--- src/b64d_pkg.sv ---
// ----------------------------------------------------------------------------
// b64d_pkg
// Shared types, constants and character classification for the strict
// Base64 decoder.
// ----------------------------------------------------------------------------
`default_nettype none

package b64d_pkg;

	localparam int COUNT_BITS = 16;
	localparam int CNT_W      = (COUNT_BITS < 16) ? COUNT_BITS : 16;
	localparam int Q_DEPTH    = 4;
	localparam int Q_AW       = $clog2(Q_DEPTH);

	typedef logic [CNT_W-1:0] cnt_t;
	localparam cnt_t CNT_MAX = {CNT_W{1'b1}};

	localparam logic [7:0] CH_PAD = 8'h3D;

	typedef enum logic [2:0] {
		CL_SYM,
		CL_WS,
		CL_TRIM,
		CL_PAD,
		CL_BAD
	} cls_kind_t;

	typedef struct packed {
		cls_kind_t   kind;
		logic [5:0]  val;
	} cls_t;

	typedef enum logic [2:0] {
		PH_LEAD,
		PH_DATA,
		PH_TRAIL,
		PH_TRAIL0,
		PH_DONE,
		PH_ERR
	} phase_t;

	typedef enum logic [1:0] {
		ST_OK        = 2'd0,
		ST_MALFORMED = 2'd1,
		ST_LENGTH    = 2'd2
	} status_t;

	// one accepted character worth of results
	typedef struct packed {
		logic [2:0][7:0] bytes;
		logic [1:0]      nbytes;
		cnt_t            base;
		logic            last;
		status_t         status;
	} job_t;

	function automatic cls_t classify(input logic [7:0] c);
		cls_t r;
		r.kind = CL_BAD;
		r.val  = '0;
		if (c[7]) begin
			r.kind = CL_BAD;
		end else if (c >= 8'h41 && c <= 8'h5A) begin
			r.kind = CL_SYM;
			r.val  = 6'(c - 8'h41);
		end else if (c >= 8'h61 && c <= 8'h7A) begin
			r.kind = CL_SYM;
			r.val  = 6'(c - 8'h61 + 8'd26);
		end else if (c >= 8'h30 && c <= 8'h39) begin
			r.kind = CL_SYM;
			r.val  = 6'(c - 8'h30 + 8'd52);
		end else if (c == 8'h2B) begin
			r.kind = CL_SYM;
			r.val  = 6'd62;
		end else if (c == 8'h2F) begin
			r.kind = CL_SYM;
			r.val  = 6'd63;
		end else if (c == 8'h09 || c == 8'h20) begin
			r.kind = CL_WS;
		end else if (c == 8'h0A || c == 8'h0D || c == 8'h2D) begin
			r.kind = CL_TRIM;
		end else if (c == CH_PAD) begin
			r.kind = CL_PAD;
		end
		return r;
	endfunction

endpackage

`default_nettype wire

--- src/b64d_in_if.sv ---
// ----------------------------------------------------------------------------
// b64d_in_if
// Character channel: valid/ready with one character and a last flag.
// ----------------------------------------------------------------------------
`default_nettype none

interface b64d_in_if;
	logic       valid;
	logic       ready;
	logic [7:0] in_char;
	logic       in_last;

	modport source (output valid, in_char, in_last, input ready);
	modport sink (input valid, in_char, in_last, output ready);
endinterface

`default_nettype wire

--- src/b64d_out_if.sv ---
// ----------------------------------------------------------------------------
// b64d_out_if
// Result channel: valid/ready with a decoded byte, status and byte count.
// ----------------------------------------------------------------------------
`default_nettype none

interface b64d_out_if;
	logic        valid;
	logic        ready;
	logic [7:0]  out_byte;
	logic        byte_valid;
	logic [1:0]  status;
	logic [15:0] decoded_count;
	logic        result_last;

	modport source (output valid, out_byte, byte_valid, status, decoded_count, result_last,
		input ready);
	modport sink (input valid, out_byte, byte_valid, status, decoded_count, result_last,
		output ready);
endinterface

`default_nettype wire

--- src/b64d_front.sv ---
// ----------------------------------------------------------------------------
// b64d_front
// Accepts characters, classifies them, runs the decode state machine and
// pushes one job per character that produces results.
// ----------------------------------------------------------------------------
`default_nettype none

module b64d_front
	import b64d_pkg::*;
(
	input  wire         clk,
	input  wire         arst_n,
	b64d_in_if.sink     in_ch,
	output logic        push,
	output job_t        push_job,
	input  wire         q_full
);

	phase_t       phase_q, phase_n;
	logic [17:0]  hold_q, hold_n;
	logic [1:0]   slot_q, slot_n;
	logic [1:0]   len_q, len_n;
	logic [1:0]   tail_q, tail_n;
	cnt_t         total_q;
	cnt_t         total_n;
	cls_t         cls;
	logic         trim;
	logic         accept;
	logic [1:0]   nbytes;
	logic [2:0][7:0] bytes;
	status_t      st;
	logic [CNT_W:0] sum;
	logic [23:0]  word;

	assign in_ch.ready = !q_full;
	assign accept      = in_ch.valid && in_ch.ready;

	always_comb begin
		cls     = classify(in_ch.in_char);
		trim    = (cls.kind == CL_WS) || (cls.kind == CL_TRIM);
		phase_n = phase_q;
		hold_n  = hold_q;
		slot_n  = slot_q;
		len_n   = len_q;
		tail_n  = tail_q;
		nbytes  = 2'd0;
		bytes   = '0;
		word    = {hold_q, cls.val};
		st      = ST_OK;

		case (phase_q)
			PH_LEAD: begin
				if (cls.kind != CL_WS) begin
					slot_n = 2'd0;
					len_n  = 2'd1;
					tail_n = 2'd0;
					if (trim) begin
						phase_n = PH_TRAIL0;
						tail_n  = 2'd1;
					end else if (cls.kind == CL_BAD || cls.kind == CL_PAD) begin
						phase_n = PH_ERR;
					end else begin
						phase_n = PH_DATA;
						hold_n  = {12'd0, cls.val};
						slot_n  = 2'd1;
					end
				end
			end
			PH_DATA: begin
				len_n = len_q + 2'd1;
				if (cls.kind == CL_BAD) begin
					phase_n = PH_ERR;
				end else if (trim) begin
					phase_n = PH_TRAIL;
					tail_n  = 2'd1;
				end else if (cls.kind == CL_PAD) begin
					if (slot_q == 2'd2) begin
						nbytes   = 2'd1;
						bytes[0] = hold_q[11:4];
						phase_n  = PH_DONE;
						tail_n   = 2'd0;
					end else if (slot_q == 2'd3) begin
						nbytes   = 2'd2;
						bytes[0] = hold_q[17:10];
						bytes[1] = hold_q[9:2];
						phase_n  = PH_DONE;
						tail_n   = 2'd0;
					end else begin
						phase_n = PH_ERR;
					end
				end else if (slot_q == 2'd3) begin
					nbytes   = 2'd3;
					bytes[0] = word[23:16];
					bytes[1] = word[15:8];
					bytes[2] = word[7:0];
					hold_n   = '0;
					slot_n   = 2'd0;
				end else begin
					hold_n = {hold_q[11:0], cls.val};
					slot_n = slot_q + 2'd1;
				end
			end
			PH_TRAIL, PH_TRAIL0: begin
				len_n = len_q + 2'd1;
				if (trim) begin
					tail_n = tail_q + 2'd1;
				end else begin
					phase_n = PH_ERR;
				end
			end
			PH_DONE: begin
				len_n = len_q + 2'd1;
				if (in_ch.in_char[7]) begin
					phase_n = PH_ERR;
				end else if (trim) begin
					tail_n = tail_q + 2'd1;
				end else begin
					tail_n = 2'd0;
				end
			end
			default: ;
		endcase

		if (phase_n == PH_ERR) begin
			st = ST_MALFORMED;
		end else if (phase_n == PH_LEAD) begin
			st = ST_OK;
		end else if (phase_n == PH_TRAIL0) begin
			st = ST_LENGTH;
		end else if ((len_n - tail_n) != 2'd0) begin
			st = ST_LENGTH;
		end

		sum     = {1'b0, total_q} + (CNT_W+1)'(nbytes);
		total_n = (sum > {1'b0, CNT_MAX}) ? CNT_MAX : sum[CNT_W-1:0];

		push            = accept && ((nbytes != 2'd0) || in_ch.in_last);
		push_job.bytes  = bytes;
		push_job.nbytes = nbytes;
		push_job.base   = total_q;
		push_job.last   = in_ch.in_last;
		push_job.status = in_ch.in_last ? st : ST_OK;
	end

	always_ff @(posedge clk or negedge arst_n) begin
		if (!arst_n) begin
			phase_q <= PH_LEAD;
			hold_q  <= '0;
			slot_q  <= '0;
			len_q   <= '0;
			tail_q  <= '0;
			total_q <= '0;
		end else if (accept) begin
			if (in_ch.in_last) begin
				phase_q <= PH_LEAD;
				hold_q  <= '0;
				slot_q  <= '0;
				len_q   <= '0;
				tail_q  <= '0;
				total_q <= '0;
			end else begin
				phase_q <= phase_n;
				hold_q  <= hold_n;
				slot_q  <= slot_n;
				len_q   <= len_n;
				tail_q  <= tail_n;
				total_q <= total_n;
			end
		end
	end

endmodule

`default_nettype wire

--- src/b64d_queue.sv ---
// ----------------------------------------------------------------------------
// b64d_queue
// Small job queue between the decode front and the result back end.
// ----------------------------------------------------------------------------
`default_nettype none

module b64d_queue
	import b64d_pkg::*;
(
	input  wire    clk,
	input  wire    arst_n,
	input  wire    push,
	input  job_t   push_job,
	output logic   full,
	output logic   empty,
	input  wire    pop,
	output job_t   head
);

	job_t            mem_q [Q_DEPTH];
	logic [Q_AW-1:0] wr_q;
	logic [Q_AW-1:0] rd_q;
	logic [Q_AW:0]   cnt_q;

	assign full  = (cnt_q == (Q_AW+1)'(Q_DEPTH));
	assign empty = (cnt_q == '0);
	assign head  = mem_q[rd_q];

	always_ff @(posedge clk) begin
		if (push) begin
			mem_q[wr_q] <= push_job;
		end
	end

	always_ff @(posedge clk or negedge arst_n) begin
		if (!arst_n) begin
			wr_q  <= '0;
			rd_q  <= '0;
			cnt_q <= '0;
		end else begin
			if (push) begin
				wr_q <= wr_q + 1'b1;
			end
			if (pop) begin
				rd_q <= rd_q + 1'b1;
			end
			cnt_q <= cnt_q + (Q_AW+1)'(push) - (Q_AW+1)'(pop);
		end
	end

	a_no_overflow: assert property (@(posedge clk) disable iff (!arst_n)
		full |-> !push)
		else $error("push into full queue");

	a_no_underflow: assert property (@(posedge clk) disable iff (!arst_n)
		empty |-> !pop)
		else $error("pop from empty queue");

	a_count_track: assert property (@(posedge clk) disable iff (!arst_n)
		(push && !pop) |=> (cnt_q == $past(cnt_q) + 1'b1))
		else $error("queue count did not follow push");

endmodule

`default_nettype wire

--- src/b64d_back.sv ---
// ----------------------------------------------------------------------------
// b64d_back
// Expands each queued job into one to three result transactions.
// ----------------------------------------------------------------------------
`default_nettype none

module b64d_back
	import b64d_pkg::*;
(
	input  wire         clk,
	input  wire         arst_n,
	input  job_t        head,
	input  wire         empty,
	output logic        pop,
	b64d_out_if.source  out_ch
);

	logic [1:0]     k_q;
	logic [1:0]     nres;
	logic           last_res;
	logic           accept;
	logic [CNT_W+1:0] sum;
	cnt_t           cnt;

	always_comb begin
		nres     = (head.nbytes == 2'd0) ? 2'd1 : head.nbytes;
		last_res = (k_q == nres - 2'd1);
		sum      = {2'b00, head.base} + (CNT_W+2)'(k_q) + (CNT_W+2)'(1);
		if (head.nbytes == 2'd0) begin
			cnt = head.base;
		end else if (sum > {2'b00, CNT_MAX}) begin
			cnt = CNT_MAX;
		end else begin
			cnt = sum[CNT_W-1:0];
		end

		out_ch.valid         = !empty;
		out_ch.byte_valid    = (head.nbytes != 2'd0);
		out_ch.out_byte      = out_ch.byte_valid ? head.bytes[k_q] : 8'd0;
		out_ch.decoded_count = 16'(cnt);
		out_ch.result_last   = head.last && last_res;
		out_ch.status        = out_ch.result_last ? head.status : ST_OK;

		accept = out_ch.valid && out_ch.ready;
		pop    = accept && last_res;
	end

	always_ff @(posedge clk or negedge arst_n) begin
		if (!arst_n) begin
			k_q <= '0;
		end else if (accept) begin
			k_q <= last_res ? 2'd0 : k_q + 2'd1;
		end
	end

	a_k_in_range: assert property (@(posedge clk) disable iff (!arst_n)
		!empty |-> (k_q < nres))
		else $error("result index beyond job");

	a_last_pops: assert property (@(posedge clk) disable iff (!arst_n)
		(out_ch.valid && out_ch.ready && out_ch.result_last) |-> pop)
		else $error("final result did not retire its job");

	a_k_restart: assert property (@(posedge clk) disable iff (!arst_n)
		pop |=> (k_q == 2'd0))
		else $error("result index not cleared after job");

endmodule

`default_nettype wire

--- src/base64_decoder_strict.sv ---
// ----------------------------------------------------------------------------
// base64_decoder_strict
// Streaming strict Base64 decoder, one character per transaction in.
// ----------------------------------------------------------------------------
// The block accepts one character every cycle while its four-entry job queue
// has room, and delivers one result per cycle while the receiver is ready.
// Jobs pass through the registered queue in order. A quartet gives three
// byte results, a padded group one or two, and the last character of a message
// gives the final result carrying status and byte count (as the last byte
// result, or as a byte-less result of its own). No character ever needs more
// results on average than the port delivers: well-formed data yields three per
// four characters, so with a ready receiver the input runs at full rate and the
// result port stays about three quarters busy. The input stalls only once the
// receiver has held off long enough for the queue to fill.
// No clearing pass after reset. Bytes sent before an error stand; the
// consumer drops them when the final status is nonzero.
`default_nettype none

module base64_decoder_strict
	import b64d_pkg::*;
(
	input  wire         clk,
	input  wire         arst_n,
	b64d_in_if.sink     in_ch,
	b64d_out_if.source  out_ch
);

	logic push;
	job_t push_job;
	logic q_full;
	logic q_empty;
	logic pop;
	job_t head;

	b64d_front u_front (
		.clk      (clk),
		.arst_n   (arst_n),
		.in_ch    (in_ch),
		.push     (push),
		.push_job (push_job),
		.q_full   (q_full)
	);

	b64d_queue u_queue (
		.clk      (clk),
		.arst_n   (arst_n),
		.push     (push),
		.push_job (push_job),
		.full     (q_full),
		.empty    (q_empty),
		.pop      (pop),
		.head     (head)
	);

	b64d_back u_back (
		.clk    (clk),
		.arst_n (arst_n),
		.head   (head),
		.empty  (q_empty),
		.pop    (pop),
		.out_ch (out_ch)
	);

endmodule

`default_nettype wire
--- src/flat_wrapper.sv ---
// flat-port wrapper written by rule: the top's interface ports become plain ports
module base64_decoder_strict_flat import b64d_pkg::*;
  (clk, arst_n, in_ch_valid, in_ch_in_char, in_ch_in_last, in_ch_ready, out_ch_valid, out_ch_out_byte, out_ch_byte_valid, out_ch_status, out_ch_decoded_count, out_ch_result_last, out_ch_ready);
  b64d_in_if in_ch_i ();
  b64d_out_if out_ch_i ();
  input  wire clk;
  input  wire arst_n;
  input wire logic [$bits(in_ch_i.valid)-1:0] in_ch_valid;
  input wire logic [$bits(in_ch_i.in_char)-1:0] in_ch_in_char;
  input wire logic [$bits(in_ch_i.in_last)-1:0] in_ch_in_last;
  output wire logic [$bits(in_ch_i.ready)-1:0] in_ch_ready;
  output wire logic [$bits(out_ch_i.valid)-1:0] out_ch_valid;
  output wire logic [$bits(out_ch_i.out_byte)-1:0] out_ch_out_byte;
  output wire logic [$bits(out_ch_i.byte_valid)-1:0] out_ch_byte_valid;
  output wire logic [$bits(out_ch_i.status)-1:0] out_ch_status;
  output wire logic [$bits(out_ch_i.decoded_count)-1:0] out_ch_decoded_count;
  output wire logic [$bits(out_ch_i.result_last)-1:0] out_ch_result_last;
  input wire logic [$bits(out_ch_i.ready)-1:0] out_ch_ready;
  assign in_ch_i.valid = in_ch_valid;
  assign in_ch_i.in_char = in_ch_in_char;
  assign in_ch_i.in_last = in_ch_in_last;
  assign in_ch_ready = in_ch_i.ready;
  assign out_ch_valid = out_ch_i.valid;
  assign out_ch_out_byte = out_ch_i.out_byte;
  assign out_ch_byte_valid = out_ch_i.byte_valid;
  assign out_ch_status = out_ch_i.status;
  assign out_ch_decoded_count = out_ch_i.decoded_count;
  assign out_ch_result_last = out_ch_i.result_last;
  assign out_ch_i.ready = out_ch_ready;
  base64_decoder_strict u_core (.clk(clk), .arst_n(arst_n), .in_ch(in_ch_i), .out_ch(out_ch_i));
endmodule
--- config.mk ---
export PLATFORM = sky130hd
export DESIGN_NAME = base64_decoder_strict_flat
export DESIGN_NICKNAME = d
export VERILOG_FILES = /design/src/b64d_pkg.sv /design/src/b64d_in_if.sv /design/src/b64d_out_if.sv /design/src/b64d_front.sv /design/src/b64d_queue.sv /design/src/b64d_back.sv /design/src/base64_decoder_strict.sv /design/src/flat_wrapper.sv
export SDC_FILE = /design/constraint.sdc
export NUM_CORES = 1
export LEC_CHECK = 0
export BUFFER_PORTS_ARGS = -buffer_cell sky130_fd_sc_hd__buf_4
export CAP_MARGIN = 20
export CORE_MARGIN = 2
export CORE_UTILIZATION = 55
export CTS_CLUSTER_DIAMETER = 30
export CTS_CLUSTER_SIZE = 28
export DETAILED_ROUTE_END_ITERATION = 12
export HOLD_SLACK_MARGIN = 0.06
export PLACE_DENSITY_LB_ADDON = 0.3
export RECOVER_POWER = 100
export SKIP_CTS_REPAIR_TIMING = 1
export SLEW_MARGIN = 20
export SYNTH_ARGS = -nofsm -noshare
export SYNTH_HDL_FRONTEND = slang
export SYNTH_SLANG_ARGS = --single-unit
--- constraint.sdc ---
create_clock -name clk -period 3.7 [get_ports clk]
set_clock_uncertainty 0.1 [all_clocks]
set_input_delay 0.37 -clock clk [delete_from_list [all_inputs] [get_ports clk]]
set_output_delay 0.37 -clock clk [all_outputs]
set_load 0.005 [all_outputs]
---- Yosys cells after proc, flatten, opt, wreduce, memory -nomap -nowiden ----
Memories as Yosys holds them, arrays and structs flattened.
Cells that the tools add are included.
word-level totals
  logic and storage cells ................. 184
  input bits .............................. 13
  bits in writable memories ............... 180
  register bits after elaboration ......... 52
  output and inout bits ................... 30
  memories ................................ 1
cells by class
  equality and inequality tests ........... 29
  add/sub/neg operators ................... 18
  reduce and logical (&&, ||, !) cells .... 28
  multiplexer cells ....................... 89
  order comparisons ....................... 9
memories
  name                  words  width  read ports  clocked after Yosys merged registers in  wr ports  line              text
  u_core.u_queue.mem_q  4      45     1           0                                        1         b64d_queue.sv:20  job_t mem_q [Q_DEPTH];
operator list
  kind                   number
  $mux 18                8
  $mux 16                6
  $mux 24                4
  $mux 2                 33
  $mux 3                 14
  $eq 8x6->1 const B     5
  $mux 8                 5
  $mux 9                 4
  $pmux 18 s2            1
  $add 16x2->17          2
  $eq 8x4->1 const B     3
  $add 17x1->18 const B  1
  $gt 18x16->1 const B   1
  $ne 3x3->1 const B     6
  $gt 17x16->1 const B   1
  $bmux 8 s2             1
  $ge 8x7->1 const B     2
  $le 8x7->1 const B     2
  $eq 3x2->1 const B     5
  $add 2x1->2 const B    6
  $eq 3x3->1 const B     4
  $mux 6                 2
  $pmux 3 s4             1
  $sub 6x6->6 const B    2
  28 further kinds       54

---- Depth between registers and ports, before layout ----
Gate-level depths: netlist of run 1.
  depth in word-level cells ............... 23
  mapped depth ............................ 20
  gate-level depth less buffers ........... 17

---- Cells and area by module ----
Synthesis of run 1 repeated with hierarchy kept, for this count alone.
unflattened totals
  cells, all modules ...................... 866
  area, all modules ....................... 11,323.4 sq um
by module, submodules not included
  module      area each (sq um)  instances  cells each  seq. area each (sq um)
  b64d_queue  6,902.9            1          269         5,580.4
  b64d_front  3,570.9            1          463         1,076.0
  b64d_back   849.6              1          134         50.0

---- Worst setup path after synthesis of run 1 ----
Ideal clock, no wire load.
  path kind ............................... input port to flip-flop
  start point ............................. input port in_ch_in_char[0]
  end point ............................... register u_core.u_front.total_q[6]
  arrival ................................. 4,044 ps
  setup slack ............................. -521 ps
  setup time .............................. 77 ps
  cell stages on the path ................. 19
  buffers on the path ..................... 5
  data required time ...................... 3,523 ps
  cells stage by stage .................... clkbuf_1 inv_1 ha_1 nor2b_1 o21ai_1 nand4b_1 buf_1 a311o_1 clkbuf_1 a21oi_1 ha_1 fa_1 and4_1 clkbuf_1 and3_1 nand4_1 clkbuf_1 a41o_1 a21oi_1
RTL lines
  what                  line               text
  from (decl)           flat_wrapper.sv:9  input wire logic [$bits(in_ch_i.in_char)-1:0] in_ch_in_char;
  to (signal assigned)  b64d_front.sv:167  total_q <= total_n;
  to (decl)             b64d_front.sv:24   cnt_t total_q;

---- Worst setup path after layout of run 1 ----
  start point ............................. register u_core.u_queue.rd_q[0]
  end point ............................... output port out_ch_decoded_count[14]
between the ends
  cells in the longest elaborated chain, start to end .. 6
  elaborated cells on any way between the ends .. 7
  classes of those cells .................. add/sub (2); order compare (1); mux (2); reduce/logical (1); memory (1)
ends and longest elaborated chain
  what                    line                text
  from (decl)             b64d_queue.sv:22    logic [Q_AW-1:0] rd_q;
  from (signal assigned)  b64d_queue.sv:45    rd_q <= rd_q + 1'b1;
  $mem_v2 4x45 *          --
  $add 16x2->17           b64d_back.sv:28     sum = {2'b00, head.base} + (CNT_W+2)'(k_q) + (CNT_W+2)'(1);
  $add 17x1->18           b64d_back.sv:28
  $gt 18x16->1            b64d_back.sv:31     end else if (sum > {2'b00, CNT_MAX}) begin
  $mux 16                 b64d_back.sv:31
  $mux 16 *               b64d_back.sv:29     if (head.nbytes == 2'd0) begin
  to (decl)               flat_wrapper.sv:16  output wire logic [$bits(out_ch_i.decoded_count)-1:0] out_ch_decoded_count;
Every way passes the cells marked *; elsewhere a longest branch is shown, timed or not.

==> metrics.txt, run 1 <==
# TYPE chip_impl_metric gauge
chip_impl_metric{name="detail_route.wl_per_cell",unit="um"} 20.4
chip_impl_info{name="clockRootBuffer",value="sky130_fd_sc_hd__clkbuf_16"} 1
chip_impl_info{name="crit_type",value="reg -> out"} 1
chip_impl_info{name="tritoncts",value="yes"} 1
chip_impl_metric{name="n_antenna_cell",unit=""} 0
chip_impl_metric{name="period_minus_slack",unit="ns"} 3.78
chip_impl_metric{name="place_congestion",unit=""} 0.869
chip_impl_metric{name="critPathArrivalTime",unit="ns"} 3.31
chip_impl_metric{name="drt_pass1_iterations",unit=""} 5
chip_impl_metric{name="numPortBuffers",unit=""} 42
chip_impl_metric{name="cap_violations",unit=""} 0
chip_impl_info{name="synth.largest_area_cell",value="sky130_fd_sc_hd__edfxtp_1"} 1
chip_impl_metric{name="max_freq",unit="MHz"} 265
chip_impl_metric{name="muxShareOfSynthArea",unit="%"} 9.64
chip_impl_metric{name="syn_avg_cell_area",unit="um2"} 13.1
chip_impl_metric{name="placeableCoreArea",unit="um2"} 19600
chip_impl_metric{name="post-place-ws",unit="ns"} -0.0258
chip_impl_metric{name="finalSetupViolations",unit=""} 1
chip_impl_metric{name="area_growth_syn_to_layout",unit="%"} 21.7
chip_impl_metric{name="critical_path_required",unit="ns"} 3.23
chip_impl_info{name="crit_path_end_kind",value="output pin"} 1
chip_impl_metric{name="final_count_of_pins_violating_max_slew",unit=""} 0
chip_impl_metric{name="ant_nets",unit=""} 0
chip_impl_metric{name="timing.final.hold_violations",unit=""} 0
chip_impl_info{name="mostFrequentLayoutCells",value="180 x sky130_fd_sc_hd__edfxtp_1, 109 x sky130_fd_sc_hd__nand2_1, 98 x sky130_fd_sc_hd__buf_4, 57 x sky130_fd_sc_hd__a21oi_1, 50 x sky130_fd_sc_hd__dfrtp_1"} 1
chip_impl_metric{name="yosys.area.top_type_share",unit="%"} 48.8
chip_impl_metric{name="dieWidth",unit="um"} 146
chip_impl_metric{name="overflow",unit=""} 0
chip_impl_info{name="layout.cells.most_common",value="sky130_fd_sc_hd__edfxtp_1"} 1
chip_impl_metric{name="num_rows",unit=""} 51
chip_impl_metric{name="global_route_wire_length_before_repair",unit="mm"} 39.6
chip_impl_metric{name="final_min_period_over_clock_period",unit="%"} 102
chip_impl_metric{name="layoutNonFillerInstCount",unit=""} 1244
chip_impl_metric{name="synth_warnings",unit=""} 0
chip_impl_metric{name="number_of_instances_in_the_synthesized_netlist",unit=""} 846
chip_impl_metric{name="final_layout_size_suffix_gt1_share",unit="%"} 25.7
chip_impl_info{name="min-delay-path-class",value="in -> reg"} 1
chip_impl_metric{name="globalRouteTotalUtil",unit="%"} 23.7
chip_impl_metric{name="synth-simple-area-share",unit="%"} 11.5
chip_impl_info{name="synth_top_family_by_area",value="simple AND/OR/NAND/NOR gates"} 1
chip_impl_metric{name="fillCellCount",unit=""} 1314
chip_impl_metric{name="distinct_cell_type_count_after_synthesis",unit=""} 71
chip_impl_metric{name="post-place-cells",unit=""} 1166
chip_impl_metric{name="grt_start_max_net_pins",unit=""} 53
chip_impl_metric{name="max-vdd-ir-drop",unit="uV"} 387
chip_impl_metric{name="placement.cell_area",unit="um2"} 12100
chip_impl_metric{name="layout.cell_area.non_filler",unit="um2"} 13500
chip_impl_metric{name="p_per_area",unit="nW/um2"} 741
chip_impl_metric{name="synth_xor_area_share",unit="%"} 1.66
chip_impl_metric{name="worst_skew_pair.late_latency",unit="ns"} 0.51
chip_impl_metric{name="vias",unit=""} 7436
chip_impl_metric{name="worst-slew-pin-transition",unit="ns"} 1.48
chip_impl_metric{name="maximum_number_of_buffers_from_clock_root_to_sink",unit=""} 3
chip_impl_metric{name="synth-edff-count",unit=""} 180
chip_impl_info{name="crit_path_start_kind",value="flop"} 1
chip_impl_metric{name="synth_seq_cells",unit=""} 232
chip_impl_metric{name="cts-buffers-inserted",unit=""} 36
chip_impl_metric{name="max_slew_margin",unit="%"} 1.26
chip_impl_metric{name="adder_cell_share_of_the_synthesized_area",unit="%"} 3.25
chip_impl_metric{name="cts_num_sinks",unit=""} 232
chip_impl_metric{name="chipHeight",unit="um"} 146
chip_impl_metric{name="die_area",unit="um2"} 21300
chip_impl_metric{name="synth.net_count",unit=""} 886
chip_impl_info{name="status",value="finished, violations left"} 1
chip_impl_metric{name="finalWorstSetupSlack",unit="ns"} -0.0779
chip_impl_metric{name="timing.setup.tns",unit="ns"} -0.0779
chip_impl_metric{name="drt-total-wl",unit="mm"} 25.3
chip_impl_info{name="synth.area.top_cells",value="sky130_fd_sc_hd__edfxtp_1 49%, sky130_fd_sc_hd__dfrtp_1 12%, sky130_fd_sc_hd__mux4_2 9.2%"} 1
chip_impl_metric{name="mapped_cell_area",unit="um2"} 11100
chip_impl_metric{name="postSynth.asyncResetShare",unit="%"} 22.4
chip_impl_metric{name="via_count_of_the_first_global_routing_pass",unit=""} 7291
chip_impl_metric{name="drt_iter0_drc",unit=""} 560
chip_impl_info{name="setup_repair_after_global_routing_missed_its_margin",value="yes"} 1
chip_impl_info{name="failing_checks",value="negative setup slack"} 1
chip_impl_metric{name="drc",unit=""} 0
chip_impl_info{name="synth_top_flop_cell",value="sky130_fd_sc_hd__edfxtp_1"} 1
chip_impl_metric{name="final_core_utilization",unit="%"} 68.8
chip_impl_metric{name="dpl.hpwl",unit="mm"} 15.4
chip_impl_metric{name="clock_transition_at_path_regs",unit="ns"} 0.05
chip_impl_metric{name="detail_route.vias_per_cell",unit=""} 5.98
chip_impl_metric{name="p_leak",unit="uW"} 0.00507
chip_impl_metric{name="antenna_violations_before_repair",unit=""} 0
chip_impl_metric{name="critical_path_fanout_max",unit=""} 6
chip_impl_metric{name="ys_seq_area_share",unit="%"} 60.6
chip_impl_metric{name="cts_max_level",unit=""} 2
chip_impl_metric{name="boundary_pin_count",unit=""} 43
chip_impl_metric{name="finish.net_count",unit=""} 991
chip_impl_metric{name="fraction_of_the_mapped_netlist_area_in_compound_gates",unit="%"} 10.6
chip_impl_metric{name="start_util",unit="%"} 56.5
-- synthesized netlist by cell type (17+ instances only) --
library cell	instances
sky130_fd_sc_hd__nor2_1	46
sky130_fd_sc_hd__nand3_1	24
sky130_fd_sc_hd__clkbuf_1	30
sky130_fd_sc_hd__a21oi_1	58
sky130_fd_sc_hd__and2_1	17
sky130_fd_sc_hd__ha_1	24
sky130_fd_sc_hd__mux4_2	45
sky130_fd_sc_hd__nand2_1	109
sky130_fd_sc_hd__inv_1	30
sky130_fd_sc_hd__o21ai_0	24
sky130_fd_sc_hd__dfrtp_1	52
sky130_fd_sc_hd__edfxtp_1	180
-- per-layer routing --
| metal | vias to the layer above | global-route usage [%] | share of wire, % |
|---|---|---|---|
| met5 | - | 0 | 0 |
| met4 | 0 | 7.65 | 2.3 |
| met3 | 46 | 4.29 | 6.4 |
| met2 | 268 | 38.9 | 49 |
| met1 | 3695 | 32.5 | 43 |
| li1 | 3427 | - | - |
-- area by class of cell --
cell class / count / area, um2 / share of cell area [%]
multi-input cells: 536 / 4140 / 30.7
repair buffers: 111 / 896 / 6.65
flip-flops and latches: 232 / 6710 / 49.8
inverters: 34 / 128 / 0.947
clock inverters: 22 / 267 / 1.98
clock buffers: 44 / 1000 / 7.45
well taps: 265 / 332 / 2.46
-- report_power, final --
part	switching [uW]	internal (uW)	total [uW]
Sequential	193	3130	3320
Combinational	1660	1540	3210
Clock	1260	2190	3450
-- flip-flops by register name, summed over array words and instances (netlist names), 3 cells and up --
register                count
u_core.u_queue.mem_q      180
u_core.u_front.phase_q      3
u_core.u_front.hold_q      18
u_core.u_queue.cnt_q        3
u_core.u_front.total_q     16
-- final timing paths --
path                            slack [ns]  cells after the start                 startpoint                         to
max in group asynchronous             1.97                      2                     arst_n     u_core.u_queue.rd_q[0]
worst min-delay path                  0.26                      3               out_ch_ready       u_core.u_back.k_q[0]
worst min register to register        0.38                      2  u_core.u_front.hold_q[17]  u_core.u_front.hold_q[17]
worst max-delay path                 -0.08                     10     u_core.u_queue.rd_q[0]   out_ch_decoded_count[14]
min in group asynchronous             0.59                      2                     arst_n   u_core.u_front.hold_q[6]
worst max register to register        0.16                     13     u_core.u_queue.rd_q[0]    u_core.u_queue.cnt_q[2]
-- through the flow --
step | hold WS, ns | total power [uW]
finish | 0.262 | 9980
CTS | -0.196 | 9900
global route | 0.262 | 10400
detailed placement | 0.342 | 6390
global placement | 0.344 | 6320
floorplan | -0.0256 | 5310
-- kinds of logic (layout without fill, tap and decap cells) --
logic type,Yosys count,count (layout)
XOR/XNOR,21,21
buffers and inverters,78,211
multiplexers,50,50
AND/OR/NAND/NOR,263,263
AO/OA/AOI/OAI,175,175
flip-flops,232,232
adder cells (fa/ha/maj),27,27
-- critical path, cell delays in order (launching register included) --
cell and delay, ns:
sky130_fd_sc_hd__dfrtp_2 0.48, sky130_fd_sc_hd__mux4_2 0.40, sky130_fd_sc_hd__inv_2 0.05, sky130_fd_sc_hd__ha_4 0.16
sky130_fd_sc_hd__fa_2 0.36, sky130_fd_sc_hd__nand3b_1 0.22, sky130_fd_sc_hd__nand4b_1 0.30, sky130_fd_sc_hd__nor2_4 0.20
sky130_fd_sc_hd__and3_4 0.21, sky130_fd_sc_hd__mux2_4 0.30, sky130_fd_sc_hd__buf_6 0.12
(Power assumes the default switching activity.)
==> inputs of run 2 (changes only) <==
--- a/config.mk
+++ b/config.mk
@@ -5,10 +5,11 @@
 export SDC_FILE = /design/constraint.sdc
 export NUM_CORES = 1
 export LEC_CHECK = 0
+export ABC_AREA = 1
 export BUFFER_PORTS_ARGS = -buffer_cell sky130_fd_sc_hd__buf_4
 export CAP_MARGIN = 20
 export CORE_MARGIN = 2
-export CORE_UTILIZATION = 55
+export CORE_UTILIZATION = 56
 export CTS_CLUSTER_DIAMETER = 30
 export CTS_CLUSTER_SIZE = 28
 export DETAILED_ROUTE_END_ITERATION = 12
==> run 2 against run 1 <==
The run now ends clean. Combinational power up 26%. Setup slack better by 0.11 ns. Synthesized area up 2.8%. Global-route usage up 2.0 points. Flip-flop and latch count unchanged. Register-to-register slack better by 0.07 ns. Utilization up 0.96 points. Hold slack worse by 0.11 ns. Final cell count up 24%. Routed wire length up 11%. Die area up 0.94%. Critical endpoint is now out_ch_decoded_count[10]. Highest routed layer unchanged.
==> metrics.txt, run 2 <==
# TYPE chip_impl_metric gauge
chip_impl_metric{name="n_antenna_cell",unit=""} 0
chip_impl_metric{name="final_count_of_pins_violating_max_slew",unit=""} 0
chip_impl_metric{name="detail_route.vias_per_cell",unit=""} 5.74
chip_impl_metric{name="cts-buffers-inserted",unit=""} 37
chip_impl_metric{name="num_rows",unit=""} 52
chip_impl_info{name="reg.largest.list",value="u_core.u_queue.mem_q: 180 flops, u_core.u_front.hold_q: 18 flops, u_core.u_front.total_q: 16 flops"} 1
chip_impl_metric{name="syn_avg_cell_area",unit="um2"} 10.0
chip_impl_metric{name="mapped_cell_area",unit="um2"} 11400
chip_impl_info{name="min-delay-path-class",value="in -> reg"} 1
chip_impl_metric{name="ant_nets",unit=""} 0
chip_impl_metric{name="clock_transition_at_path_regs",unit="ns"} 0.05
chip_impl_metric{name="max_freq",unit="MHz"} 273
chip_impl_metric{name="distinct_cell_type_count_after_synthesis",unit=""} 52
chip_impl_info{name="setup_repair_after_global_routing_missed_its_margin",value="yes"} 1
chip_impl_metric{name="dpl.hpwl",unit="mm"} 17.0
chip_impl_info{name="clockRootBuffer",value="sky130_fd_sc_hd__clkbuf_16"} 1
chip_impl_metric{name="globalRouteTotalUtil",unit="%"} 25.8
chip_impl_info{name="crit_path_start_kind",value="flop"} 1
chip_impl_metric{name="power.share.sequential",unit="%"} 29.8
chip_impl_metric{name="max_slew_margin",unit="%"} 8.89
chip_impl_metric{name="final_layout_size_suffix_gt1_share",unit="%"} 19.2
chip_impl_metric{name="largest_register_ff_count",unit=""} 180
chip_impl_metric{name="finalWorstSetupSlack",unit="ns"} 0.0365
chip_impl_info{name="rr_endpoint",value="u_core.u_queue.cnt_q[2]"} 1
chip_impl_metric{name="dieWidth",unit="um"} 147
chip_impl_metric{name="die_area",unit="um2"} 21500
chip_impl_metric{name="yosys.area.top_type_share",unit="%"} 47.5
chip_impl_metric{name="cell_internal_pwr",unit="uW"} 7390
chip_impl_metric{name="power.share.switching",unit="%"} 34.5
chip_impl_metric{name="synth_seq_cells",unit=""} 232
chip_impl_info{name="synth_top_flop_cell",value="sky130_fd_sc_hd__edfxtp_1"} 1
chip_impl_info{name="layout.cells.most_common",value="sky130_fd_sc_hd__nand2_1"} 1
chip_impl_metric{name="via_count_of_the_first_global_routing_pass",unit=""} 8678
chip_impl_metric{name="switching_power",unit="uW"} 3890
chip_impl_metric{name="drt_iter0_drc",unit=""} 904
chip_impl_metric{name="place_congestion",unit=""} 0.900
chip_impl_info{name="registers.top_by_ff_count",value="u_core.u_queue.mem_q"} 1
chip_impl_metric{name="period_minus_slack",unit="ns"} 3.66
chip_impl_metric{name="boundary_pin_count",unit=""} 43
chip_impl_metric{name="comb_power_share",unit="%"} 36.0
chip_impl_metric{name="chipHeight",unit="um"} 147
chip_impl_info{name="worstReg2RegStart",value="u_core.u_queue.rd_q[1]"} 1
chip_impl_metric{name="placeableCoreArea",unit="um2"} 20100
chip_impl_metric{name="overflow",unit=""} 0
chip_impl_info{name="synthMostInstantiatedCell",value="sky130_fd_sc_hd__nand2_1"} 1
chip_impl_metric{name="timing.final.hold_violations",unit=""} 0
chip_impl_metric{name="antenna_violations_before_repair",unit=""} 0
chip_impl_metric{name="drt_pass1_iterations",unit=""} 5
chip_impl_info{name="mostFrequentLayoutCells",value="224 x sky130_fd_sc_hd__nand2_1, 180 x sky130_fd_sc_hd__edfxtp_1, 105 x sky130_fd_sc_hd__nor2_1, 104 x sky130_fd_sc_hd__o21ai_0, 94 x sky130_fd_sc_hd__buf_4"} 1
chip_impl_info{name="tritoncts",value="yes"} 1
chip_impl_metric{name="vias",unit=""} 8876
chip_impl_metric{name="drc",unit=""} 0
chip_impl_metric{name="area_growth_syn_to_layout",unit="%"} 23.2
chip_impl_metric{name="max-vdd-ir-drop",unit="uV"} 523
chip_impl_metric{name="critical_path_required",unit="ns"} 3.23
chip_impl_metric{name="reg2regPathDepth",unit=""} 16
chip_impl_info{name="status",value="complete, no violations"} 1
chip_impl_metric{name="critical_path_fanout_max",unit=""} 6
chip_impl_metric{name="cts_max_level",unit=""} 2
chip_impl_metric{name="ys_seq_area_share",unit="%"} 58.9
chip_impl_metric{name="start_util",unit="%"} 56.6
chip_impl_info{name="crit_path_end_kind",value="output pin"} 1
chip_impl_metric{name="post-place-ws",unit="ns"} -0.210
chip_impl_metric{name="worst-r2r-setup-slack",unit="ns"} 0.23
chip_impl_metric{name="grt_start_max_net_pins",unit=""} 53
chip_impl_info{name="crit_type",value="reg -> out"} 1
chip_impl_metric{name="cap_violations",unit=""} 0
chip_impl_info{name="synth.top_cells.by_count",value="224 x sky130_fd_sc_hd__nand2_1, 180 x sky130_fd_sc_hd__edfxtp_1, 115 x sky130_fd_sc_hd__nor2_1"} 1
chip_impl_metric{name="synth-edff-count",unit=""} 180
chip_impl_info{name="timing.hold.worst_endpoint",value="u_core.u_back.k_q[0]"} 1
chip_impl_metric{name="drt-total-wl",unit="mm"} 28.0
chip_impl_info{name="timing.hold.worst.start",value="out_ch_ready"} 1
chip_impl_metric{name="synth.net_count",unit=""} 1176
chip_impl_info{name="synth.largest_area_cell",value="sky130_fd_sc_hd__edfxtp_1"} 1
chip_impl_metric{name="maximum_number_of_buffers_from_clock_root_to_sink",unit=""} 3
chip_impl_metric{name="detail_route.wl_per_cell",unit="um"} 18.1
chip_impl_metric{name="p_per_area",unit="nW/um2"} 805
chip_impl_metric{name="synth_warnings",unit=""} 0
chip_impl_metric{name="final_min_period_over_clock_period",unit="%"} 99.0
chip_impl_metric{name="finish.net_count",unit=""} 1288
chip_impl_metric{name="finalSetupViolations",unit=""} 0
chip_impl_metric{name="numPortBuffers",unit=""} 42
chip_impl_metric{name="number_of_instances_in_the_synthesized_netlist",unit=""} 1136
chip_impl_metric{name="p_leak",unit="uW"} 0.00564
chip_impl_info{name="synth.area.top_cells",value="sky130_fd_sc_hd__edfxtp_1 47%, sky130_fd_sc_hd__dfrtp_1 11%, sky130_fd_sc_hd__nand2_1 7.4%"} 1
chip_impl_metric{name="global_route_wire_length_before_repair",unit="mm"} 43.8
chip_impl_metric{name="hold_depth",unit=""} 3
chip_impl_metric{name="critPathArrivalTime",unit="ns"} 3.19
chip_impl_metric{name="postSynth.asyncResetShare",unit="%"} 22.4
chip_impl_metric{name="worst-slew-pin-transition",unit="ns"} 1.37
chip_impl_metric{name="worst_skew_pair.late_latency",unit="ns"} 0.51
chip_impl_metric{name="cts_num_sinks",unit=""} 232
chip_impl_metric{name="clock_power_share",unit="%"} 34.2
chip_impl_metric{name="final_core_utilization",unit="%"} 69.7
[run 2: cell types whose count changed after synthesis, sizes merged, moves of 17 or more]
cell,change
a21oi,+18
inv,+58
o21ai,+87
nand3,+34
nor2,+76
and2,-17
mux4,-45
xor2,+20
nand2,+128
[run 2: worst max path at each step]
stage | startpoint | end | slack [ns] | depth (start not counted)
final | u_core.u_queue.rd_q[0] | out_ch_decoded_count[10] | 0.04 | 15
after CTS | u_core.u_queue.rd_q[0] | out_ch_decoded_count[3] | -0.30 | 14
after detailed placement | in_ch_in_char[2] | u_core.u_front.total_q[12] | -0.21 | 28
after global placement | in_ch_in_char[2] | u_core.u_front.total_q[12] | -0.04 | 28
after floorplan | in_ch_in_char[2] | u_core.u_queue.mem_q[0][0] | -0.74 | 17
after global routing | u_core.u_queue.rd_q[0] | out_ch_decoded_count[14] | -0.11 | 14
[run 2: through the flow]
| step | area (um2) | hold WS, ns | std cells | setup TNS [ns] | power, uW |
|---|---|---|---|---|---|
| floorplan | 11400 | -0.0256 | 1136 | -132.51 | 5720 |
| global route | 14000 | 0.169 | 1547 | -0.976 | 11900 |
| CTS | 13800 | -0.164 | 1530 | -2.83 | 11000 |
| finish | 14000 | 0.151 | 1547 | 0 | 11300 |
| global placement | 12400 | 0.372 | 1462 | -0.0787 | 7040 |
| detailed placement | 12400 | 0.360 | 1462 | -1.96 | 7130 |
[run 2: cells by family after synthesis]
kind of cell             after synthesis  synth area share, %
flip-flops                           232                 58.9
AO/OA/AOI/OAI                        260                 13.4
buffers and inverters                139                 5.08
AND/OR/NAND/NOR                      450                 17.2
adder cells (fa/ha/maj)               27                 3.17
XOR/XNOR                              28                 2.22
[run 2: worst max-delay path: stages (launching register included)]
cell                       delay [ns]
sky130_fd_sc_hd__dfrtp_2         0.46
sky130_fd_sc_hd__clkinv_4        0.09
sky130_fd_sc_hd__nand2_2         0.04
sky130_fd_sc_hd__a32o_2          0.28
sky130_fd_sc_hd__ha_4            0.17
sky130_fd_sc_hd__fa_2            0.38
sky130_fd_sc_hd__nor2_4          0.12
sky130_fd_sc_hd__nand3_2         0.10
sky130_fd_sc_hd__nor2_1          0.13
sky130_fd_sc_hd__nand2_1         0.11
sky130_fd_sc_hd__buf_4           0.17
sky130_fd_sc_hd__nor2_2          0.12
sky130_fd_sc_hd__nand3_1         0.11
sky130_fd_sc_hd__or2_0           0.22
sky130_fd_sc_hd__nand3_1         0.07
sky130_fd_sc_hd__buf_4           0.11
[run 2: layer usage]
metal  track usage, %  share of wire, %  vias up
met5                0                 0        -
li1                 -                 -     4200
met4             8.11               1.9        0
met1             35.4                42     4234
met2             42.5                48      388
met3             4.34               8.1       54
[run 2: power groups by stage]
stage	Combinational [uW]	Clock [uW]	Sequential [uW]
finish	4060	3860	3360
detailed placement	3740	0	3390
floorplan	2380	0	3340
global route	4470	4000	3390
global placement	3660	0	3380
CTS	3790	3880	3350
[run 2: final cells by class]
cell class,instances,area [um2]
Tap cell,270,338
Timing Repair inverter,1,5.00
Inverter,95,369
Sequential cell,232,6710
Timing Repair Buffer,116,960
Clock buffer,46,1050
Fill cell,1412,6080
Clock inverter,22,358
Multi-Input combinational cell,765,4230
==> inputs of run 3 (changes only) <==
--- a/config.mk
+++ b/config.mk
@@ -7,9 +7,9 @@
 export LEC_CHECK = 0
 export ABC_AREA = 1
 export BUFFER_PORTS_ARGS = -buffer_cell sky130_fd_sc_hd__buf_4
-export CAP_MARGIN = 20
+export CAP_MARGIN = 0
 export CORE_MARGIN = 2
-export CORE_UTILIZATION = 56
+export CORE_UTILIZATION = 62
 export CTS_CLUSTER_DIAMETER = 30
 export CTS_CLUSTER_SIZE = 28
 export DETAILED_ROUTE_END_ITERATION = 12
==> constraint.sdc (replaced) <==
create_clock -name clk -period 3.6 [get_ports clk]
set_clock_uncertainty 0.1 [all_clocks]
set_input_delay 0.36 -clock clk [delete_from_list [all_inputs] [get_ports clk]]
set_output_delay 0.36 -clock clk [all_outputs]
set_load 0.05 [all_outputs]
==> run 3 against run 2 <==
The flow now finishes with violations (negative setup slack). Non-clock buffer count increased by 1. Utilization grew 8.9 points. Critical path depth fell by 5. Count of clock-buffer cells in the layout fell by 4. Hold slack worse by 0.047 ns. Sequential share of layout area is 0.35 points lower. Sequential power is 2% higher. Die area decreased by 9.4%. Design area up 0.74%. Register-to-register slack worse by 0.04 ns. Largest cell class unchanged. Largest power group unchanged. Highest routed layer unchanged.
==> metrics.txt, run 3 (same netlist as run 2, synthesis figures left out) <==
# TYPE chip_impl_metric gauge
chip_impl_metric{name="critical_path_fanout_max",unit=""} 45
chip_impl_metric{name="grt_start_max_net_pins",unit=""} 53
chip_impl_info{name="clockRootBuffer",value="sky130_fd_sc_hd__clkbuf_16"} 1
chip_impl_metric{name="place_congestion",unit=""} 0.940
chip_impl_metric{name="dieWidth",unit="um"} 139
chip_impl_metric{name="layout.cell_area.non_filler",unit="um2"} 14100
chip_impl_info{name="reg.largest.list",value="u_core.u_queue.mem_q: 180 flops, u_core.u_front.hold_q: 18 flops, u_core.u_front.total_q: 16 flops"} 1
chip_impl_metric{name="finalSetupViolations",unit=""} 15
chip_impl_info{name="crit_path_start_kind",value="flop"} 1
chip_impl_metric{name="cts-buffers-inserted",unit=""} 39
chip_impl_info{name="failing_checks",value="negative setup slack"} 1
chip_impl_metric{name="detail_route.wl_per_cell",unit="um"} 19.5
chip_impl_metric{name="max_freq",unit="MHz"} 261
chip_impl_metric{name="area_of_combinational_cells_with_multiple_inputs",unit="um2"} 4390
chip_impl_metric{name="via_count_of_the_first_global_routing_pass",unit=""} 8724
chip_impl_info{name="worstReg2RegStart",value="u_core.u_queue.rd_q[0]"} 1
chip_impl_info{name="min-delay-path-class",value="in -> reg"} 1
chip_impl_metric{name="dpl.hpwl",unit="mm"} 16.9
chip_impl_metric{name="detail_route.vias_per_cell",unit=""} 6.14
chip_impl_metric{name="placeableCoreArea",unit="um2"} 18000
chip_impl_metric{name="numPortBuffers",unit=""} 42
chip_impl_metric{name="cts_max_level",unit=""} 2
chip_impl_metric{name="p_per_area",unit="nW/um2"} 929
chip_impl_metric{name="final_count_of_pins_violating_max_slew",unit=""} 0
chip_impl_metric{name="ant_nets",unit=""} 0
chip_impl_metric{name="final_min_period_over_clock_period",unit="%"} 106
chip_impl_metric{name="drc",unit=""} 0
chip_impl_metric{name="global_route_wire_length_before_repair",unit="mm"} 44.7
chip_impl_metric{name="start_util",unit="%"} 63.4
chip_impl_metric{name="power.share.sequential",unit="%"} 26.2
chip_impl_metric{name="timing.final.hold_violations",unit=""} 0
chip_impl_info{name="mostFrequentLayoutCells",value="215 x sky130_fd_sc_hd__nand2_1, 180 x sky130_fd_sc_hd__edfxtp_1, 106 x sky130_fd_sc_hd__nor2_1, 102 x sky130_fd_sc_hd__o21ai_0"} 1
chip_impl_metric{name="vias",unit=""} 9259
chip_impl_metric{name="p_leak",unit="uW"} 0.00569
chip_impl_metric{name="maximum_number_of_buffers_from_clock_root_to_sink",unit=""} 3
chip_impl_metric{name="power.share.switching",unit="%"} 41.7
chip_impl_metric{name="period_minus_slack",unit="ns"} 3.83
chip_impl_metric{name="finalWorstSetupSlack",unit="ns"} -0.225
chip_impl_metric{name="finish.net_count",unit=""} 1290
chip_impl_metric{name="drt_pass1_iterations",unit=""} 8
chip_impl_metric{name="worst-slew-pin-transition",unit="ns"} 1.41
chip_impl_metric{name="cell_internal_pwr",unit="uW"} 7650
chip_impl_info{name="crit_type",value="reg -> out"} 1
chip_impl_info{name="crit_path_end_kind",value="output pin"} 1
chip_impl_metric{name="max_slew_margin",unit="%"} 6.24
chip_impl_metric{name="timing.setup.tns",unit="ns"} -2.77
chip_impl_metric{name="cap_violations",unit=""} 0
chip_impl_metric{name="overflow",unit=""} 0
chip_impl_metric{name="placement.cell_area",unit="um2"} 12300
chip_impl_info{name="setup_repair_after_global_routing_missed_its_margin",value="yes"} 1
chip_impl_info{name="layout.cells.most_common",value="sky130_fd_sc_hd__nand2_1"} 1
chip_impl_metric{name="critical_path_required",unit="ns"} 3.14
chip_impl_metric{name="layoutNonFillerInstCount",unit=""} 1508
chip_impl_metric{name="antenna_violations_before_repair",unit=""} 0
chip_impl_metric{name="boundary_pin_count",unit=""} 43
chip_impl_metric{name="hold-worst-slack",unit="ns"} 0.104
chip_impl_metric{name="chipHeight",unit="um"} 139
chip_impl_metric{name="drt_iter0_drc",unit=""} 1021
chip_impl_info{name="timing.hold.worst.start",value="out_ch_ready"} 1
chip_impl_metric{name="die_area",unit="um2"} 19500
chip_impl_metric{name="max-vdd-ir-drop",unit="uV"} 929
chip_impl_info{name="tritoncts",value="yes"} 1
chip_impl_metric{name="area_growth_syn_to_layout",unit="%"} 24.1
chip_impl_metric{name="drt-total-wl",unit="mm"} 29.3
chip_impl_info{name="status",value="finished, violations left"} 1
chip_impl_metric{name="clock_power_share",unit="%"} 29.0
chip_impl_metric{name="globalRouteTotalUtil",unit="%"} 29.1
chip_impl_metric{name="largest_register_ff_count",unit=""} 180
chip_impl_metric{name="n_antenna_cell",unit=""} 0
chip_impl_metric{name="final_layout_size_suffix_gt1_share",unit="%"} 20.8
chip_impl_metric{name="comb_power_share",unit="%"} 44.8
chip_impl_metric{name="worst_skew_pair.late_latency",unit="ns"} 0.51
chip_impl_info{name="registers.top_by_ff_count",value="u_core.u_queue.mem_q"} 1
chip_impl_metric{name="sequential_cell_area",unit="um2"} 6710
chip_impl_metric{name="critPathArrivalTime",unit="ns"} 3.37
chip_impl_metric{name="post-place-cells",unit=""} 1425
chip_impl_metric{name="num_rows",unit=""} 49
chip_impl_metric{name="cts_num_sinks",unit=""} 232
chip_impl_info{name="launch_point_of_the_critical_path",value="u_core.u_queue.rd_q[1]"} 1
chip_impl_metric{name="switching_power",unit="uW"} 5460
chip_impl_metric{name="clock_transition_at_path_regs",unit="ns"} 0.06
chip_impl_metric{name="fillCellCount",unit=""} 1029
[run 3: cell types whose count changed in the layout (fill, tap and decap cells not counted), moves of 4 or more]
cell                      delta
sky130_fd_sc_hd__buf_4      -13
sky130_fd_sc_hd__buf_6       +6
sky130_fd_sc_hd__buf_8      +11
sky130_fd_sc_hd__inv_6       +7
sky130_fd_sc_hd__nand2_1     -9
sky130_fd_sc_hd__nand2_4     +7
sky130_fd_sc_hd__nand3_1     -4
sky130_fd_sc_hd__nor3_1      -4
[run 3: layout make-up]
type / count / area share (%)
flip-flops and latches: 232 / 47.5
multi-input cells: 765 / 31.1
repair buffers: 117 / 7.30
clock buffers: 42 / 7.06
inverters: 95 / 2.64
clock inverters: 28 / 2.43
well taps: 229 / 2.03
[run 3: path summary, 6_finish.rpt]
| path | slack (ns) | cells past startpoint | to |
|---|---|---|---|
| worst min-delay path | 0.10 | 3 | u_core.u_back.k_q[0] |
| worst min register to register | 0.39 | 2 | u_core.u_front.hold_q[15] |
| worst max-delay path | -0.23 | 10 | out_ch_decoded_count[13] |
| max in group asynchronous | 1.84 | 2 | u_core.u_queue.rd_q[0] |
| worst max register to register | 0.19 | 17 | u_core.u_queue.cnt_q[2] |
| min in group asynchronous | 0.61 | 2 | u_core.u_front.phase_q[0] |
[run 3: routing by layer]
layer	vias to the layer above	GRT usage [%]	routed length [um]
met5	-	0	0
met3	84	5.47	2660
met4	0	10.6	795
met2	539	46.9	14200
li1	4200	-	-
met1	4436	40.0	11700
[run 3: worst max-delay path: stages (launching register included)]
cell and delay (ns):
sky130_fd_sc_hd__dfrtp_1 0.40, sky130_fd_sc_hd__buf_4 0.49, sky130_fd_sc_hd__o21ai_0 0.24, sky130_fd_sc_hd__o22ai_1 0.40, sky130_fd_sc_hd__and3_1 0.30, sky130_fd_sc_hd__nand2_1 0.10, sky130_fd_sc_hd__nor2_1 0.21, sky130_fd_sc_hd__nand2_2 0.17
sky130_fd_sc_hd__o31ai_2 0.20, sky130_fd_sc_hd__nand3_1 0.12, sky130_fd_sc_hd__buf_4 0.21
[run 3: power by group through the flow]
| stage | Sequential [uW] | Clock (uW) | Combinational, uW |
|---|---|---|---|
| 6_report | 3440 | 3800 | 5880 |
| 5_1_grt | 3460 | 3960 | 6250 |
| 4_1_cts | 3420 | 3820 | 5100 |
| 3_5_place_dp | 3470 | 0 | 5050 |
| 3_3_place_gp | 3450 | 0 | 4940 |
| 2_1_floorplan | 3430 | 0 | 3570 |
[run 3: through the flow]
stage               power [uW]  util [%]  setup slack, ns
floorplan                 6990         -          0.00923
global placement          8400      68.7          -0.0698
detailed placement        8510      68.7           -0.292
CTS                      12300      76.2           -0.303
global route             13700      78.6           -0.426
finish                   13100      78.6           -0.225
